===== src/rtl/grwv_pkg.sv =====
`timescale 1ns / 1ps
`default_nettype none

package grwv_pkg;

  // Key width of the command fields.
  localparam int CMD_KEY_W = 16;

  // Command kinds.
  typedef enum logic [1:0] {
    KIND_ADD   = 2'd0,
    KIND_EDGE  = 2'd1,
    KIND_QUERY = 2'd2,
    KIND_RSVD  = 2'd3
  } kind_e;

  // Result status codes.
  typedef enum logic [1:0] {
    ST_DONE      = 2'd0,
    ST_FULL      = 2'd1,
    ST_NOT_FOUND = 2'd2
  } status_e;

  typedef struct packed {
    kind_e                kind;
    logic [CMD_KEY_W-1:0] key_a;
    logic [CMD_KEY_W-1:0] key_b;
  } cmd_t;

  typedef struct packed {
    status_e status;
    logic    connected;
  } rsp_t;

endpackage

`default_nettype wire


===== src/rtl/graph_reachability_without_vertex.sv =====
`timescale 1ns / 1ps
`default_nettype none

// Sequence: add vertex and the unused kind report straight from idle; add edge runs the
//   one-entry-per-cycle key scan, then reads and writes back the source row; query runs
//   the key scan, then an adjacency read loop that reads one row per reached vertex.
// A new command is taken only while idle; busy stays high while an edge or query is in flight.
// The receiver cannot stall: each result shows on done_o for one cycle.
// Reset (async, active low) empties the graph; no clearing pass is needed.
module graph_reachability_without_vertex #(
  parameter int MAX_NODES = 16,
  parameter int KEY_WIDTH = 16
) (
  input  wire                  clk_i,
  input  wire                  rst_ni,
  input  wire                  start,
  output logic                 busy,
  input  wire grwv_pkg::cmd_t  cmd_i,
  output logic                 done_o,
  output grwv_pkg::rsp_t       result_o
);
  import grwv_pkg::*;

  localparam int KeyW = (KEY_WIDTH < CMD_KEY_W) ? KEY_WIDTH : CMD_KEY_W;
  localparam int IdxW = (MAX_NODES > 2) ? $clog2(MAX_NODES) : 1;
  localparam int CntW = $clog2(MAX_NODES + 1);
  localparam logic [MAX_NODES-1:0] OneHot = {{(MAX_NODES-1){1'b0}}, 1'b1};

  localparam logic [2:0] S_IDLE   = 3'd0;
  localparam logic [2:0] S_SCAN   = 3'd1;
  localparam logic [2:0] S_EREAD  = 3'd2;
  localparam logic [2:0] S_EWRITE = 3'd3;
  localparam logic [2:0] S_XISSUE = 3'd4;
  localparam logic [2:0] S_XWAIT  = 3'd5;

  logic [2:0]           state_q, state_d;
  cmd_t                 cmd_q, cmd_d;
  logic [CntW-1:0]      count_q, count_d;
  logic [CntW-1:0]      scan_q, scan_d;
  logic                 rv_q, rv_d;
  logic [IdxW-1:0]      ridx_q, ridx_d;
  logic [IdxW-1:0]      src_q, src_d, dst_q, dst_d, first_q, first_d;
  logic                 src_ok_q, src_ok_d, dst_ok_q, dst_ok_d, first_ok_q, first_ok_d;
  logic [MAX_NODES-1:0] active_q, active_d;
  logic [MAX_NODES-1:0] reached_q, reached_d;
  logic [MAX_NODES-1:0] pending_q, pending_d;
  logic                 done_q, done_d;
  rsp_t                 rsp_q, rsp_d;

  // Memory ports
  logic [KeyW-1:0]      key_mem [MAX_NODES];
  logic [MAX_NODES-1:0] adj_mem [MAX_NODES];
  logic                 key_we, adj_we;
  logic [IdxW-1:0]      key_waddr, adj_waddr, key_raddr, adj_raddr;
  logic [KeyW-1:0]      key_wdata, key_rdata_q;
  logic [MAX_NODES-1:0] adj_wdata, adj_rdata_q;

  // Expansion helpers
  logic [MAX_NODES-1:0] low_bit, grow;
  logic [IdxW-1:0]      low_idx;

  // Key table: one write port, one registered read port
  always_ff @(posedge clk_i) begin
    if (key_we) begin
      key_mem[key_waddr] <= key_wdata;
    end
    key_rdata_q <= key_mem[key_raddr];
  end

  // Adjacency rows: one write port, one registered read port
  always_ff @(posedge clk_i) begin
    if (adj_we) begin
      adj_mem[adj_waddr] <= adj_wdata;
    end
    adj_rdata_q <= adj_mem[adj_raddr];
  end

  // Pick the lowest pending vertex to expand
  always_comb begin
    low_bit = pending_q & (~pending_q + OneHot);
    low_idx = '0;
    for (int i = 0; i < MAX_NODES; i++) begin
      if (low_bit[i]) begin
        low_idx = low_idx | IdxW'(i);
      end
    end
  end

  assign grow = adj_rdata_q & active_q & ~reached_q;

  // Sequence the commands
  always_comb begin
    state_d    = state_q;
    cmd_d      = cmd_q;
    count_d    = count_q;
    scan_d     = scan_q;
    rv_d       = 1'b0;
    ridx_d     = ridx_q;
    src_d      = src_q;
    dst_d      = dst_q;
    first_d    = first_q;
    src_ok_d   = src_ok_q;
    dst_ok_d   = dst_ok_q;
    first_ok_d = first_ok_q;
    active_d   = active_q;
    reached_d  = reached_q;
    pending_d  = pending_q;
    done_d     = 1'b0;
    rsp_d      = rsp_q;
    key_we     = 1'b0;
    adj_we     = 1'b0;
    key_waddr  = count_q[IdxW-1:0];
    key_wdata  = cmd_i.key_a[KeyW-1:0];
    adj_waddr  = count_q[IdxW-1:0];
    adj_wdata  = '0;
    key_raddr  = scan_q[IdxW-1:0];
    adj_raddr  = src_q;

    unique case (state_q)
      S_IDLE: begin
        if (start) begin
          cmd_d           = cmd_i;
          rsp_d.status    = ST_DONE;
          rsp_d.connected = 1'b0;
          case (cmd_i.kind) inside
            KIND_ADD: begin
              done_d = 1'b1;
              if (count_q == CntW'(MAX_NODES)) begin
                rsp_d.status = ST_FULL;
              end else begin
                key_we  = 1'b1;
                adj_we  = 1'b1;
                count_d = count_q + 1'b1;
              end
            end
            KIND_EDGE, KIND_QUERY: begin
              scan_d     = '0;
              src_ok_d   = 1'b0;
              dst_ok_d   = 1'b0;
              first_ok_d = 1'b0;
              active_d   = '0;
              state_d    = S_SCAN;
            end
            default: begin
              done_d = 1'b1;
            end
          endcase
        end
      end

      S_SCAN: begin
        // Issue one key read per cycle
        if (scan_q < count_q) begin
          rv_d   = 1'b1;
          ridx_d = scan_q[IdxW-1:0];
          scan_d = scan_q + 1'b1;
        end
        // Match the returned key
        if (rv_q) begin
          if (!src_ok_q && key_rdata_q == cmd_q.key_a[KeyW-1:0]) begin
            src_ok_d = 1'b1;
            src_d    = ridx_q;
          end
          if (!dst_ok_q && key_rdata_q == cmd_q.key_b[KeyW-1:0]) begin
            dst_ok_d = 1'b1;
            dst_d    = ridx_q;
          end
          if (key_rdata_q != cmd_q.key_a[KeyW-1:0]) begin
            active_d = active_q | (OneHot << ridx_q);
            if (!first_ok_q) begin
              first_ok_d = 1'b1;
              first_d    = ridx_q;
            end
          end
        end
        // Branch once the scan has drained
        if (scan_q == count_q && !rv_q) begin
          if (cmd_q.kind == KIND_EDGE) begin
            if (src_ok_q && dst_ok_q) begin
              state_d = S_EREAD;
            end else begin
              done_d       = 1'b1;
              rsp_d.status = ST_NOT_FOUND;
              state_d      = S_IDLE;
            end
          end else if (first_ok_q) begin
            reached_d = OneHot << first_q;
            pending_d = OneHot << first_q;
            state_d   = S_XISSUE;
          end else begin
            done_d          = 1'b1;
            rsp_d.connected = 1'b1;
            state_d         = S_IDLE;
          end
        end
      end

      S_EREAD: begin
        adj_raddr = src_q;
        state_d   = S_EWRITE;
      end

      S_EWRITE: begin
        // Write back the source row with the new edge
        adj_we    = 1'b1;
        adj_waddr = src_q;
        adj_wdata = adj_rdata_q | (OneHot << dst_q);
        done_d    = 1'b1;
        state_d   = S_IDLE;
      end

      S_XISSUE: begin
        if (pending_q == '0) begin
          done_d          = 1'b1;
          rsp_d.connected = ((active_q & ~reached_q) == '0);
          state_d         = S_IDLE;
        end else begin
          adj_raddr = low_idx;
          pending_d = pending_q & ~low_bit;
          state_d   = S_XWAIT;
        end
      end

      S_XWAIT: begin
        // Absorb the successors of the expanded vertex
        reached_d = reached_q | grow;
        pending_d = pending_q | grow;
        state_d   = S_XISSUE;
      end

      default: begin
        state_d = S_IDLE;
      end
    endcase
  end

  // Hold state
  always_ff @(posedge clk_i or negedge rst_ni) begin
    if (!rst_ni) begin
      state_q    <= S_IDLE;
      count_q    <= '0;
      rv_q       <= 1'b0;
      done_q     <= 1'b0;
      src_ok_q   <= 1'b0;
      dst_ok_q   <= 1'b0;
      first_ok_q <= 1'b0;
      scan_q     <= '0;
      active_q   <= '0;
      reached_q  <= '0;
      pending_q  <= '0;
    end else begin
      state_q    <= state_d;
      count_q    <= count_d;
      rv_q       <= rv_d;
      done_q     <= done_d;
      src_ok_q   <= src_ok_d;
      dst_ok_q   <= dst_ok_d;
      first_ok_q <= first_ok_d;
      scan_q     <= scan_d;
      active_q   <= active_d;
      reached_q  <= reached_d;
      pending_q  <= pending_d;
    end
  end

  // Hold payload
  always_ff @(posedge clk_i) begin
    cmd_q   <= cmd_d;
    ridx_q  <= ridx_d;
    src_q   <= src_d;
    dst_q   <= dst_d;
    first_q <= first_d;
    rsp_q   <= rsp_d;
  end

  assign busy     = (state_q != S_IDLE);
  assign done_o   = done_q;
  assign result_o = rsp_q;

endmodule

`default_nettype wire


===== config.mk =====
export PLATFORM = sky130hd
export DESIGN_NAME = graph_reachability_without_vertex
export DESIGN_NICKNAME = d
export VERILOG_FILES = /design/src/rtl/grwv_pkg.sv /design/src/rtl/graph_reachability_without_vertex.sv
export SDC_FILE = /design/constraint.sdc
export NUM_CORES = 1
export LEC_CHECK = 0
export ABC_AREA = 1
export BUFFER_PORTS_ARGS = -buffer_cell sky130_fd_sc_hd__buf_2
export CAP_MARGIN = 30
export CORE_ASPECT_RATIO = 1.4
export CORE_UTILIZATION = 40
export DETAILED_ROUTE_END_ITERATION = 6
export GPL_TIMING_DRIVEN = 0
export HOLD_SLACK_MARGIN = 0.05
export PLACE_DENSITY_LB_ADDON = 0.15
export SYNTH_ARGS = -nofsm -noshare
export SYNTH_HDL_FRONTEND = slang
export SYNTH_SLANG_ARGS = --single-unit
export TNS_END_PERCENT = 50

===== constraint.sdc =====
create_clock -name clk_i -period 9.85 [get_ports clk_i]
set_input_delay 0 -clock clk_i [delete_from_list [all_inputs] [get_ports clk_i]]
set_output_delay 0 -clock clk_i [all_outputs]
set_load 0.01 [all_outputs]

==> metrics.cfg <==
[power]
ir_drop_mv=0.156
p_leak_nw=12.0
cellPowerDensity_nw_per_um2=183

[routing]
antenna_left=0
wl_per_cell_microns=22.5
wl_microns=79000
drt_first_pass_iters=6
viasPerCell=5.37
num_vias=18863
drt_first_iter_violations=1332
post-route-drc-count=0

[floorplan]
coreArea_sq_um=68000
die_x_microns=224
fp-row-count=113
die_y_microns=312
initial_core_util_pct=40.5
die-area_sq_um=69900
io_pins=42

[clocking]
path_clk_slew_ns=0.06
htree_levels=3
cts_buffers=67
cts_resized=0
clk_latency_ns=0.61
cts_tree=built
cts.path.max_buffers=3
cts_root_buf=clkbuf_16
clock-sinks=663

[sta]
clock.fmax_ghz=0.248
layout_worst_path_cycle_share_pct=40.9
skew_ns=0.0255
rsz0062_at_grt=false
slew-limit-headroom_pct=29.4
setup_tns_ns=0
setup_violations=0
setup_ws_ns=5.82
maxSlewViolCount=0
worst_slew_pin_slew_ns=1.06
period_minus_slack_ns=4.03
hold_violations=0

[run]
maxCapViolations=0

[critical_path]
cp.required_ns=10.35
crit_top_cell=clkbuf_1
crit_slowest_cell=dfrtp_1
critPathCaptureType=flop
cp_cell_sequence=clkbuf_1 > inv_1 > clkbuf_1 > clkbuf_1 > ha_1 > nand3_1 > nand2_1 > inv_1 > nor2_1 > nand2_1 > inv_1 > clkbuf_1 > o21ai_0 > a22oi_1
cpLargestDelayFamily=buffers and inverters
critPathKind=reg2reg
max_stage_delay_ns=0.57
critical_path_buf_inv_count=7
start_kind=flop
cp_data_arrival_time_ns=4.53
cp_max_fo=10

[grt]
grt.overflow.total=0
grt_max_degree=44
grt_pass1_wl_microns=118000
grt_pass1_vias=18993
antenna_found_initial=1
track_usage_pct=22.8

[synthesis]
synth.most_common_cell=edfxtp_1
synth_edf_count=565
synth_largest_area_cell=edfxtp_1
syn_inst=2349
synthTopCellsByCount=edfxtp_1 (565), nand3_1 (382), nand2_1 (337)
syn-cell-area_sq_um=27500
yosysTopAreaCellShare_pct=61.6
ys_seq_elements=663
syn-num-nets=2397
yosysWarnings=0
synthFlopType=edfxtp_1
async_reset_ff_share_pct=9.95
syn_avg_cell_area_sq_um=11.7
synth-seq-area-share_pct=70.0
synth.distinct_cells=53
synth_area_leaders=edfxtp_1 (62%), nand3_1 (6.9%), dfrtp_1 (6.0%)

[finish]
syn2layout_area_growth_pct=17.3
finalNonFillerCells=3512
final_layout_size_suffix_gt1_share_pct=12.4
stdcell_area_sq_um=32300
insertedDiodeCount=0
final_nets=2588

[placement]
preCtsSetupSlack_ns=5.86
dp_cells=3353
io_buffers=41
gp_congestion=0.896
dpl_cell_area_sq_um=29600
post-dp-hpwl_microns=56400

[status]
status=finished clean

[hold_path]
holdCritPathClass=in2reg

-- per-stage QoR --
stage               hold slack [ns]  total power, mW  util (%)
floorplan                    -0.296             3.18         -
global placement              0.177             3.27      42.5
detailed placement          -0.0513             3.28      43.5
CTS                          0.0689             5.96      47.5
global route                 0.0846             6.07      47.5
finish                        0.103             5.90      47.5
-- what timing repair did --
item,CTS,global route
hold buffers,38,0
hold endpoints to repair,371,0
buffers inserted,0,0
-- worst paths after layout --
path                            startpoint      endpoint  slack (ns)  cells after the start
worst max register to register   scan_q[0]  reached_q[6]        5.82                     14
worst min-delay path              cmd_i[9]      cmd_q[9]        0.10                      2
worst min register to register   scan_q[2]     ridx_q[2]        0.50                      0
worst max-delay path             scan_q[0]  reached_q[6]        5.82                     14
min in group asynchronous           rst_ni     scan_q[0]        0.49                      4
max in group asynchronous           rst_ni   active_q[0]        9.09                      4
-- layout by cell type, fill, tap and decap left out, types with 6 or more instances in the layout --
| cell | n |
|---|---|
| edfxtp_1 | 565 |
| nand3_1 | 382 |
| nand2_1 | 337 |
| nor2_1 | 194 |
| o21ai_0 | 193 |
| inv_1 | 110 |
| buf_2 | 94 |
| clkbuf_1 | 80 |
| clkbuf_16 | 71 |
| dfrtp_1 | 66 |
| o22ai_1 | 53 |
| dlygate4sd3_1 | 37 |
| a21oi_1 | 36 |
| xor2_1 | 32 |
| dfxtp_1 | 32 |
| buf_8 | 30 |
| nor2_2 | 26 |
| nand4_1 | 25 |
| o221ai_1 | 25 |
| nor3_1 | 18 |
| a21oi_2 | 16 |
| buf_4 | 15 |
| a31oi_1 | 14 |
| clkinv_1 | 12 |
| a22oi_1 | 12 |
| ha_1 | 11 |
| bufinv_16 | 11 |
| clkinv_2 | 11 |
| o211ai_1 | 9 |
| buf_6 | 9 |
| nor4_1 | 7 |
| nor2_4 | 6 |
-- flip-flops by register name (all words and copies together) (netlist names) --
register     cells
src_ok_q         1
dst_ok_q         1
ridx_q           4
dst_q            4
rv_q             1
active_q        16
scan_q           5
cmd_q           34
key_mem        256
pending_q       16
key_rdata_q     16
adj_mem        256
first_ok_q       1
src_q            4
first_q          4
count_q          5
result_o         3
done_o           1
state_q          3
reached_q       16
adj_rdata_q     16
-- layer usage --
| metal | vias up | part of all wire, % | routed length (microns) | track usage, % |
|---|---|---|---|---|
| met5 | - | 0 | 0 | 0 |
| met3 | 165 | 4.4 | 3470 | 2.98 |
| met2 | 546 | 52 | 41200 | 40.7 |
| met4 | 0 | 4.9 | 3830 | 11.6 |
| met1 | 9276 | 39 | 30500 | 26.8 |
| li1 | 8876 | - | - | - |
-- power breakdown --
| group | internal, mW | switching, mW | total, mW |
|---|---|---|---|
| Clock | 1.61 | 1.07 | 2.68 |
| Sequential | 3.03 | 0.0122 | 3.05 |
| Combinational | 0.0547 | 0.122 | 0.177 |
| Total | 4.70 | 1.20 | 5.90 |
-- kinds of logic (layout without fill, tap and decap cells) --
| group | Yosys count | count (layout) | share of synthesized area [%] |
|---|---|---|---|
| simple gates | 1012 | 1012 | 16.4 |
| flops | 663 | 663 | 70.0 |
| compound gates | 379 | 379 | 8.06 |
| buf+inv | 251 | 494 | 4.00 |
| xor+xnor | 33 | 33 | 1.05 |
| fa+ha+maj | 11 | 11 | 0.500 |
-- layout make-up --
cell class	instances	area, sq um
inverters	118	445
well taps	920	1150
fillers	6081	35700
flip-flops and latches	663	19300
plain buffers	133	656
repair buffers	122	1200
clock buffers	87	1850
multi-input cells	1435	7290
clock inverters	34	448
Note: power is estimated with default switching activity, not from simulation.
